File: src/rtl/btb_pkg.sv
// Shared constants for the buddy tree occupancy bitmap.
package btb_pkg;

    localparam int unsigned BIU_W  = 9;
    localparam int unsigned NODE_W = 8;

    localparam logic [BIU_W-1:0] BIU_RESET = 9'd256;

    localparam logic [2:0]  BYTE_MASK = 3'h7;
    localparam int unsigned BYTE_LAST = 7;

    localparam logic [1:0] REQ_WRITE = 2'd0;
    localparam logic [1:0] REQ_READ  = 2'd1;
    localparam logic [1:0] REQ_CHECK = 2'd2;

endpackage

File: src/rtl/btb_limits.sv
// Effective node count and byte-rounded index limit from the bits-in-use setting.
module btb_limits #(
    parameter int unsigned MAX_NODES = 256,
    parameter int unsigned IW        = 9
) (
    input  logic [btb_pkg::BIU_W-1:0] bits_in_use,
    output logic [IW-1:0]             eff_bits,
    output logic [IW-1:0]             index_limit
);
    import btb_pkg::*;

    logic [IW-1:0] biu_ext;
    logic [IW-1:0] max_ext;
    logic [IW-1:0] rounded;

    assign biu_ext  = IW'(bits_in_use);
    assign max_ext  = IW'(MAX_NODES);
    assign eff_bits = (biu_ext > max_ext) ? max_ext : biu_ext;
    assign rounded  = (eff_bits + IW'(BYTE_LAST)) & ~IW'(BYTE_MASK);
    assign index_limit = (rounded > max_ext) ? max_ext : rounded;

endmodule

File: src/rtl/buddy_tree_bitmap_core.sv
// Top level of the buddy tree occupancy bitmap: sequencer, bit store and result register.
//
// Input channel (in_valid / in_stall) carries one request: req_type, node_index, bit_value.
// Output channel (out_valid / out_stall) returns one result per request: answer_bit and
// range_error. cfg_we / cfg_data write bits_in_use (reset 256); the user must write it
// only while the block is idle, as the block itself does not enforce it. The bits live
// in a memory of MAX_NODES/8 eight-bit words with one read and one write port and
// registered read data; a single sequencer walks every request through it. Read: the
// request passes S_FETCH, S_BIT and S_DONE to the result register. Write: the same
// path, as a read-modify-write in S_BIT. Unknown type and rejected indexes go straight
// to S_DONE. Subtree check: S_LEVEL, then S_SCAN and S_TEST for each tree level, with
// S_TEST once per memory word scanned; the word scan takes most of the time.
// One request is in work at a time; in_stall is high from accept until the result is
// loaded into the output register, which may still wait on out_stall meanwhile.
// A result held by out_stall blocks completion of the next request only.
// After reset a clearing pass writes every word to free, with in_stall high;
// configuration writes are taken as ever.
// MAX_NODES must be a multiple of 8.
module buddy_tree_bitmap_core #(
    parameter int unsigned MAX_NODES = 256
) (
    input  logic                        clk,
    input  logic                        rst_n,
    input  logic                        in_valid,
    output logic                        in_stall,
    input  logic [1:0]                  req_type,
    input  logic [btb_pkg::NODE_W-1:0]  node_index,
    input  logic                        bit_value,
    output logic                        out_valid,
    input  logic                        out_stall,
    output logic                        answer_bit,
    output logic                        range_error,
    input  logic                        cfg_we,
    input  logic [btb_pkg::BIU_W-1:0]   cfg_data
);
    import btb_pkg::*;

    localparam int unsigned CW    = $clog2(MAX_NODES) + 1;
    localparam int unsigned IW    = (CW > 9) ? CW : 9;
    localparam int unsigned WORDS = MAX_NODES / 8;
    localparam int unsigned AW    = (WORDS > 1) ? $clog2(WORDS) : 1;
    localparam int unsigned WW    = IW - 3;

    typedef enum logic [7:0] {
        S_CLEAR = 8'b0000_0001,
        S_IDLE  = 8'b0000_0010,
        S_FETCH = 8'b0000_0100,
        S_BIT   = 8'b0000_1000,
        S_LEVEL = 8'b0001_0000,
        S_SCAN  = 8'b0010_0000,
        S_TEST  = 8'b0100_0000,
        S_DONE  = 8'b1000_0000
    } state_t;

    state_t state_reg, state_next;

    logic [BIU_W-1:0] biu_reg;
    logic [AW-1:0]    clr_ptr_reg, clr_ptr_next;
    logic [1:0]       req_reg, req_next;
    logic             bitv_reg, bitv_next;
    logic [2:0]       bsel_reg, bsel_next;
    logic [IW-1:0]    child_reg, child_next;
    logic [IW-1:0]    width_reg, width_next;
    logic [WW-1:0]    wp_reg, wp_next;
    logic [WW-1:0]    wend_reg, wend_next;
    logic [7:0]       mask_reg, mask_next;
    logic             ans_reg, ans_next;
    logic             err_reg, err_next;
    logic             out_valid_reg, out_valid_next;
    logic             answer_reg, answer_next;
    logic             range_error_reg, range_error_next;

    logic [IW-1:0]    eff_bits;
    logic [IW-1:0]    index_limit;
    logic [IW-1:0]    node_ext;
    logic [WW-1:0]    wp_inc;
    logic [7:0]       wr_word;
    logic [7:0]       small_mask;

    logic             mem_we;
    logic [AW-1:0]    mem_waddr;
    logic [7:0]       mem_wdata;
    logic [AW-1:0]    mem_raddr;
    logic [7:0]       rdata_reg;
    logic [7:0]       mem [0:WORDS-1];

    btb_limits #(
        .MAX_NODES (MAX_NODES),
        .IW        (IW)
    ) u_limits (
        .bits_in_use (biu_reg),
        .eff_bits    (eff_bits),
        .index_limit (index_limit)
    );

    assign node_ext   = IW'(node_index);
    assign wp_inc     = WW'(wp_reg + WW'(1));
    assign small_mask = width_reg[2] ? 8'h0F : 8'h03;

    always_comb
    begin
        wr_word = rdata_reg;
        wr_word[bsel_reg] = bitv_reg;
    end

    always_ff @(posedge clk)
    begin
        if (mem_we)
        begin
            mem[mem_waddr] <= mem_wdata;
        end
        rdata_reg <= mem[mem_raddr];
    end

    always_comb
    begin
        state_next       = state_reg;
        clr_ptr_next     = clr_ptr_reg;
        req_next         = req_reg;
        bitv_next        = bitv_reg;
        bsel_next        = bsel_reg;
        child_next       = child_reg;
        width_next       = width_reg;
        wp_next          = wp_reg;
        wend_next        = wend_reg;
        mask_next        = mask_reg;
        ans_next         = ans_reg;
        err_next         = err_reg;
        answer_next      = answer_reg;
        range_error_next = range_error_reg;
        out_valid_next   = out_valid_reg && out_stall;
        mem_we           = 1'b0;
        mem_waddr        = wp_reg[AW-1:0];
        mem_wdata        = wr_word;
        mem_raddr        = wp_reg[AW-1:0];

        case (state_reg)
            S_CLEAR:
            begin
                mem_we       = 1'b1;
                mem_waddr    = clr_ptr_reg;
                mem_wdata    = 8'h00;
                clr_ptr_next = AW'(clr_ptr_reg + AW'(1));
                if (clr_ptr_reg == AW'(WORDS - 1))
                begin
                    state_next = S_IDLE;
                end
            end
            S_IDLE:
            begin
                if (in_valid)
                begin
                    req_next  = req_type;
                    bitv_next = bit_value;
                    bsel_next = node_index[2:0];
                    ans_next  = 1'b0;
                    err_next  = 1'b0;
                    case (req_type)
                        REQ_WRITE, REQ_READ:
                        begin
                            if (node_ext < index_limit)
                            begin
                                wp_next    = WW'(node_ext >> 3);
                                state_next = S_FETCH;
                            end
                            else
                            begin
                                err_next   = 1'b1;
                                state_next = S_DONE;
                            end
                        end
                        REQ_CHECK:
                        begin
                            if (node_index == '0)
                            begin
                                err_next   = 1'b1;
                                state_next = S_DONE;
                            end
                            else
                            begin
                                child_next = IW'(node_ext << 1);
                                width_next = IW'(2);
                                state_next = S_LEVEL;
                            end
                        end
                        default:
                        begin
                            state_next = S_DONE;
                        end
                    endcase
                end
            end
            S_FETCH:
            begin
                state_next = S_BIT;
            end
            S_BIT:
            begin
                if (req_reg == REQ_READ)
                begin
                    ans_next = rdata_reg[bsel_reg];
                end
                else
                begin
                    mem_we = 1'b1;
                end
                state_next = S_DONE;
            end
            S_LEVEL:
            begin
                if (child_reg >= eff_bits)
                begin
                    ans_next   = 1'b1;
                    state_next = S_DONE;
                end
                else
                begin
                    wp_next   = WW'(child_reg >> 3);
                    wend_next = WW'((child_reg + width_reg - IW'(1)) >> 3);
                    if (width_reg[IW-1:3] != '0)
                    begin
                        mask_next = 8'hFF;
                    end
                    else
                    begin
                        mask_next = 8'(small_mask << child_reg[2:0]);
                    end
                    state_next = S_SCAN;
                end
            end
            S_SCAN:
            begin
                if ({wp_reg, 3'b000} >= index_limit)
                begin
                    err_next   = 1'b1;
                    state_next = S_DONE;
                end
                else
                begin
                    state_next = S_TEST;
                end
            end
            S_TEST:
            begin
                if ((rdata_reg & mask_reg) != 8'h00)
                begin
                    state_next = S_DONE;
                end
                else if (wp_reg == wend_reg)
                begin
                    child_next = IW'(child_reg << 1);
                    width_next = IW'(width_reg << 1);
                    state_next = S_LEVEL;
                end
                else
                begin
                    wp_next   = wp_inc;
                    mask_next = 8'hFF;
                    mem_raddr = wp_inc[AW-1:0];
                    if ({wp_inc, 3'b000} < index_limit)
                    begin
                        state_next = S_TEST;
                    end
                    else
                    begin
                        state_next = S_SCAN;
                    end
                end
            end
            S_DONE:
            begin
                if (!out_valid_reg || !out_stall)
                begin
                    answer_next      = ans_reg;
                    range_error_next = err_reg;
                    out_valid_next   = 1'b1;
                    state_next       = S_IDLE;
                end
            end
            default:
            begin
                state_next = S_IDLE;
            end
        endcase
    end

    always_ff @(posedge clk or negedge rst_n)
    begin
        if (!rst_n)
        begin
            state_reg     <= S_CLEAR;
            clr_ptr_reg   <= '0;
            out_valid_reg <= 1'b0;
            biu_reg       <= BIU_RESET;
        end
        else
        begin
            state_reg     <= state_next;
            clr_ptr_reg   <= clr_ptr_next;
            out_valid_reg <= out_valid_next;
            if (cfg_we)
            begin
                biu_reg <= cfg_data;
            end
        end
    end

    always_ff @(posedge clk)
    begin
        req_reg         <= req_next;
        bitv_reg        <= bitv_next;
        bsel_reg        <= bsel_next;
        child_reg       <= child_next;
        width_reg       <= width_next;
        wp_reg          <= wp_next;
        wend_reg        <= wend_next;
        mask_reg        <= mask_next;
        ans_reg         <= ans_next;
        err_reg         <= err_next;
        answer_reg      <= answer_next;
        range_error_reg <= range_error_next;
    end

    assign in_stall    = (state_reg != S_IDLE);
    assign out_valid   = out_valid_reg;
    assign answer_bit  = answer_reg;
    assign range_error = range_error_reg;

    a_accept_then_busy: assert property (@(posedge clk) disable iff (!rst_n)
        (in_valid && !in_stall) |=> in_stall)
        else $error("request accepted but block not busy next cycle");

    a_no_write_idle: assert property (@(posedge clk) disable iff (!rst_n)
        (state_reg == S_IDLE || state_reg == S_DONE) |-> !mem_we)
        else $error("store written outside a request or clear pass");

    a_no_result_clear: assert property (@(posedge clk) disable iff (!rst_n)
        (state_reg == S_CLEAR) |-> !out_valid)
        else $error("result presented during clear pass");

    a_answer_excl_error: assert property (@(posedge clk) disable iff (!rst_n)
        out_valid |-> !(answer_bit && range_error))
        else $error("answer and range error both set");

endmodule
File: config.mk
export PLATFORM = sky130hd
export DESIGN_NAME = buddy_tree_bitmap_core
export DESIGN_NICKNAME = d
export VERILOG_FILES = /design/src/rtl/btb_pkg.sv /design/src/rtl/btb_limits.sv /design/src/rtl/buddy_tree_bitmap_core.sv
export SDC_FILE = /design/constraint.sdc
export NUM_CORES = 1
export LEC_CHECK = 0
export ABC_AREA = 1
export BUFFER_PORTS_ARGS = -buffer_cell sky130_fd_sc_hd__buf_2
export CAP_MARGIN = 25
export CORE_MARGIN = 2
export CORE_UTILIZATION = 60
export DETAILED_ROUTE_END_ITERATION = 10
export GPL_ROUTABILITY_DRIVEN = 1
export PLACE_DENSITY_LB_ADDON = 0.15
export SLEW_MARGIN = 20
export SYNTH_ARGS = -nofsm -noshare
export SYNTH_HDL_FRONTEND = slang
export SYNTH_SLANG_ARGS = --single-unit
File: constraint.sdc
create_clock -name clk -period 6 [get_ports clk]
set_clock_uncertainty 0.15 [all_clocks]
set_input_delay 0.3 -clock clk [delete_from_list [all_inputs] [get_ports clk]]
set_output_delay 0.3 -clock clk [all_outputs]
set_load 0.005 [all_outputs]
# Word level (Yosys, flattened, before mapping)
# Memories as Yosys holds them, arrays and structs flattened. A register that Yosys moved wholly into a read port is not among the register bits.
# Index checks and enable logic that the tools add are counted.
# totals
regBits	71
latch_bits	0
ram_bits	256
rom_bits	0
input_bits	25
output_inout_bits	4
elab_cells	150
n_memories	1
# op_classes
n_addsub	5
multipliers	0
n_div	0
order_cmp	8
n_eq_ne	28
shift	1
muxes	65
n_bitwise	2
reduce_logical	24
# mem_list
name	words	width	read_ports	rd_clocked_by_memory_dff	write_ports	line	text
mem	32	8	1	1	1	buddy_tree_bitmap_core.sv:85	logic [7:0] mem [0:WORDS-1];
# ops
cell	n
two-way mux 9 bit	12
two-way mux 8 bit	13
one-hot mux 8 bit (8 select lines)	1
two-way mux 6 bit	6
one-hot mux 9 bit (2 select lines)	2
one-hot mux 8 bit (2 select lines)	2
!= test 2 bit (second input constant)	13
two-way mux 5 bit	4
greater-or-equal comparator 9 bit	2
greater-than comparator 9 bit (second input constant)	2
one-hot mux 6 bit (3 select lines)	1
two-way mux 1 bit	14
two-way mux 7 bit	2
adder 9 x 3 -> 9 bit (second input constant)	1
adder 9 bit	1
less-than comparator 8 x 9 -> 1 bit	1
less-than comparator 9 bit	1
subtractor 9 x 1 -> 9 bit (second input constant)	1
AND 8 bit	1
bitwise mux 8 bit	1
== test 8 x 1 -> 1 bit (second input constant)	1
== test 8 x 2 -> 1 bit (second input constant)	1
== test 8 x 3 -> 1 bit (second input constant)	1
== test 8 x 4 -> 1 bit (second input constant)	1
36 further kinds	48

# Logic depth before layout (Yosys ltp)
# depth
ltp_word	10
mapped_depth	20
ltp_nobuf	20

# Modules after synthesis
# From an unflattened synthesis, not the netlist that was laid out.
# unflattened
hier_cells	1696
hier_area_um2	16294.4
# modules_own_cells
module	n_inst	cells_per_inst	area_each_um2	seq_area_each_um2
buddy_tree_bitmap_core	1	1645	16027.9	9686.8
btb_limits	1	51	266.5	0.0

# Worst setup path before layout
# No wires, ideal clock.
# synth_timing
path_type	register -> register
startpoint	register biu_reg[8]
endpoint	register wp_reg[0], enable pin
setup_ns	0.377
arrival_ns	2.464
required_time_ns	5.473
setup_slack_ns	3.009
path_stages_with_launch	17
n_path_buf	1
synth_period_minus_slack_ns	2.991
path_cell_list	dfstp_2 -> inv_1 -> clkbuf_1 -> o211ai_1 -> nor2_1 -> inv_1 -> nor2_1 -> inv_1 -> nand2_1 -> ha_1 -> a21oi_1 -> nor2_1 -> o21ai_0 -> nand2_1 -> nand2_1 -> nand3_1 -> nor3_1
# synth_via
elab_chain_len	8
elab_cells_between_ends	10
classes_between	1 x add/sub; 4 x order compare; 2 x eq/ne; 2 x mux; 1 x reduce/logical
# synth_rtl
item	line	text
from (decl)	buddy_tree_bitmap_core.sv:57	logic [BIU_W-1:0] biu_reg;
from (signal assigned)	buddy_tree_bitmap_core.sv:303	biu_reg <= cfg_data;
greater-than comparator 9 bit	btb_limits.sv:18	assign eff_bits = (biu_ext > max_ext) ? max_ext : biu_ext;
two-way mux 9 bit *	btb_limits.sv:18	
adder 9 x 3 -> 9 bit	btb_limits.sv:19	assign rounded = (eff_bits + IW'(BYTE_LAST)) & ~IW'(BYTE_MASK);
greater-than comparator 9 bit	btb_limits.sv:20	assign index_limit = (rounded > max_ext) ? max_ext : rounded;
two-way mux 9 bit	btb_limits.sv:20	
less-than comparator 8 x 9 -> 1 bit	buddy_tree_bitmap_core.sv:161	if (node_ext < index_limit)
!= test 2 bit (no source line)	n/a	
AND reduction 7 bit (no source line) *	n/a	
to (signal assigned)	buddy_tree_bitmap_core.sv:315	wp_reg <= wp_next;
to (decl)	buddy_tree_bitmap_core.sv:64	logic [WW-1:0] wp_reg, wp_next;
# Mark *: on every way between the ends. The rest lies on a longest branch, timed or not.
# A chain may end at the register's enable or synchronous reset.

# Worst setup path after layout
# layout_timing
startpoint	register state_reg[5]
endpoint	memory mem[30][4], enable pin
# layout_via
elab_chain_len	4
elab_cells_between_ends	6
classes_between	2 x eq/ne; 4 x mux
# layout_rtl
item	line	text
from (decl)	buddy_tree_bitmap_core.sv:55	state_t state_reg, state_next;
from (signal assigned)	buddy_tree_bitmap_core.sv:298	state_reg <= state_next;
== test 8 x 4 -> 1 bit or == test 8 x 1 -> 1 bit (tied branches)	buddy_tree_bitmap_core.sv:137	case (state_reg)
one-hot mux 1 bit (2 select lines)	buddy_tree_bitmap_core.sv:137	
two-way mux 1 bit	buddy_tree_bitmap_core.sv:108	if (mem_we)
two-way mux 1 bit (not written as such)	buddy_tree_bitmap_core.sv:110	mem[mem_waddr] <= mem_wdata;
to (decl)	buddy_tree_bitmap_core.sv:85	
# Several ways; a longest one is shown, not always the timed one.

==> results.sh <==
export IMPL_status="finished clean"
export IMPL_cts_hold_buf=26
export IMPL_crit_type="register to register"
export IMPL_n_antenna_cell=0
export IMPL_drt_iter0_markers=1355
export IMPL_reg2reg_depth=8
export IMPL_stdcell_count=2008
export IMPL_h_tree_depth=2
export IMPL_wl_met2_microns=17720
export IMPL_via_per_inst=5.691
export IMPL_cp_startpoint="state_reg[5]"
export IMPL_power_total_w=0.007111
export IMPL_worstSetupStartpointType="register"
export IMPL_grt_pass1_wl_microns=60310
export IMPL_syn_instance_count=1610
export IMPL_synthesis_nets=1674
export IMPL_wl_met1_microns=16180
export IMPL_grt_usage=0.2788
export IMPL_ys_types=44
export IMPL_yosys_area_share_adder=0.03123
export IMPL_cp_num_buf_inv=1
export IMPL_synth_simple_gate_area_frac=0.2413
export IMPL_die_w_microns=166.6
export IMPL_cts_sinks=329
export IMPL_crit_required_ps=5970
export IMPL_drt_pass1_iterations=6
export IMPL_wl_met3_microns=3572
export IMPL_synth_avg_cell_area_sq_um=9.855
export IMPL_cts_resized=0
export IMPL_relSlewSlack=0.3103
export IMPL_post_dp_hpwl_microns=23920
export IMPL_final_cell_mix="nand2_1, edfxtp_1, nand3_1"
export IMPL_max_cap_violations=0
export IMPL_ir_worst_vdd_v=0.0004398
export IMPL_cts_buffer_depth=3
export IMPL_yosysTopAreaCellShare=0.5640
export IMPL_synth_top_family_by_area="simple AND/OR/NAND/NOR gates"
export IMPL_placed_cells=1919
export IMPL_critPathMaxStageDelay_ps=820
export IMPL_path_delay_family="simple AND/OR/NAND/NOR gates"
export IMPL_leakage_nw=7.421
export IMPL_start_util=0.6106
export IMPL_cts_reportedPaths_clkPinSlew_ps=60
export IMPL_cp_max_fo=20
export IMPL_rrSetupSlack_ps=2020
export IMPL_wl_microns=38720
export IMPL_fin_nets=1712
export IMPL_setup_worst_path_end_class="register"
export IMPL_power_density_mw_per_mm2=403.5
export IMPL_r2r_end="mem[30][4]"
export IMPL_core_area_sq_mm=0.02598
export IMPL_layout_commonest_cell="nand2_1"
export IMPL_design_area_sq_mm=0.01762
export IMPL_grt_max_degree=98
export IMPL_dr_max_layer_used="met4"
export IMPL_vias=11430
export IMPL_pin_count=29
export IMPL_rows=59
export IMPL_insertion_delay_ps=520
export IMPL_place_congestion=0.8544
export IMPL_synth_xor_xnor_area_share=0.007176
export IMPL_worst_pin_slew_ps=1021
export IMPL_period_minus_slack_ps=3980
export IMPL_post_route_period_util=0.6633
export IMPL_synth_compound_area_frac=0.03273
export IMPL_antenna_found_initial=0
export IMPL_netlist_area_sq_mm=0.01587
export IMPL_cpMaxStageDelayCell="nor2_1"
export IMPL_hold_start="cfg_we"
export IMPL_largest_reg_flops=256
export IMPL_path_depth=8
export IMPL_post_dp_cell_area_sq_mm=0.01623
export IMPL_wl_per_cell_microns=19.28
export IMPL_cts_root_buffer="clkbuf_16"
export IMPL_synthToLayoutAreaGrowth_pct=11.06
export IMPL_fp_dieArea_sq_mm=0.02776
export IMPL_yosysWarnings=0
export IMPL_hold_path_class="input port to register"
export IMPL_port_buffers=28
export IMPL_drc=0
export IMPL_post_cts_buffers=0
export IMPL_synth_mux_area_frac=0.001419
export IMPL_grt_overflow=0
export IMPL_setup_viol=0
export IMPL_slew_violations=0
export IMPL_post_route_util=0.6781
export IMPL_report_final_hold_viol_count=0
export IMPL_timing_rr_start="state_reg[5]"
export IMPL_cts_tree="built"
export IMPL_path_cells="nor2_1 > nand2_1 > nor4_4 > inv_1 > or2_2 > o21ai_0 > nand2_1 > nor2_1"
export IMPL_numCtsBuffers=35
export IMPL_finalSetupTns_ps=0
export IMPL_synthTopCellsByArea="edfxtp_1, nand2_1, nand3_1"
export IMPL_drive_above_1_share=0.07113
export IMPL_fmax_ghz=0.2513
export IMPL_worstPathArrival_ps=3950
export IMPL_yosys_area_top_type="edfxtp_1"
export IMPL_crit_path_end="mem[30][4]"
export IMPL_first_global_vias=10760
export IMPL_rsz0062_at_grt="no"
export IMPL_drtAntennaViolNets=0
export IMPL_yosysSeqAreaShare=0.6105
export IMPL_fp_dieH_microns=166.6
export IMPL_synth_seq_cells=329
## worst min path at each step
| stage | endpoint | slack (ps) | cells after the start |
|---|---|---|---|
| CTS | biu_reg[5] | 0.2 | 3 |
| global route | child_reg[5] | 40 | 3 |
| floorplan | biu_reg[0] | -150 | 0 |
| global placement | out_valid | 170 | 1 |
| detailed placement | out_valid | 170 | 1 |
| finish | biu_reg[5] | 9 | 3 |
## per-stage QoR
step / setup slack (ps) / hold slack (ps)
after floorplan: 3009 / -145.6
after global placement: 1846 / 173.0
after detailed placement: 1815 / 168.3
after CTS: 1811 / 0.2468
after global routing: 1801 / 41.29
final: 2020 / 8.523
## power breakdown
group	switching, W	internal [W]	total, W
clock network	0.000845	0.00125	0.00209
logic	0.00145	0.000537	0.00198
registers	0.000121	0.00292	0.00304
total	0.00241	0.00470	0.00711
## area by class of cell
class | instances | area [sq um]
sequential | 329 | 9687
timing repair buffer | 71 | 560.5
tap | 335 | 419.2
clock inverter | 13 | 105.1
fill | 1962 | 8364
multi-input combinational | 991 | 5022
inverter | 220 | 825.8
clock buffer | 49 | 1001
## Yosys cell counts
library cell	n
nand2_1	406
edfxtp_1	298
nand3_1	268
inv_1	213
nor2_1	83
nand3b_1	56
buf_2	53
ha_1	38
o21ai_0	34
a21oi_1	28
dfrtp_1	21
xor2_1	11
buf_4	10
nor4_1	10
dfxtp_1	8
nor3_1	8
inv_2	7
o211ai_1	7
clkbuf_1	5
a211oi_1	4
o22ai_1	4
nand2_2	3
nand4_1	3
dfstp_2	2
mux2_2	2
nand3_2	2
nor2_2	2
o21ai_1	2
o21ai_2	2
o21bai_1	2
o221ai_1	2
o41ai_1	2
or2_2	2
xnor2_1	2
a22o_1	1
a31oi_1	1
and3_1	1
buf_1	1
buf_6	1
fa_1	1
nor2_4	1
nor3b_1	1
nor4_4	1
o2111ai_1	1
## cells by family (layout without fill, tap and decap cells)
family / Yosys count / in the layout
AO/OA/AOI/OAI: 90 / 90
XOR/XNOR: 13 / 13
adder cells (fa/ha/maj): 39 / 39
buffers and inverters: 290 / 353
flip-flops: 329 / 329
multiplexers: 2 / 2
AND/OR/NAND/NOR: 847 / 847
## routing by layer
| layer | GRT usage | vias to the layer above |
|---|---|---|
| li1 | - | 5497 |
| met1 | 0.4089 | 5398 |
| met2 | 0.4289 | 464 |
| met3 | 0.04468 | 69 |
| met4 | 0.09558 | 0 |
| met5 | 0 | - |
## tightest hold or removal path, cell delays in order
cell and delay [ps]:
buf_2 180, nand2_1 80, o21ai_0 60
No activity file was read; power rests on OpenSTA's default activity.
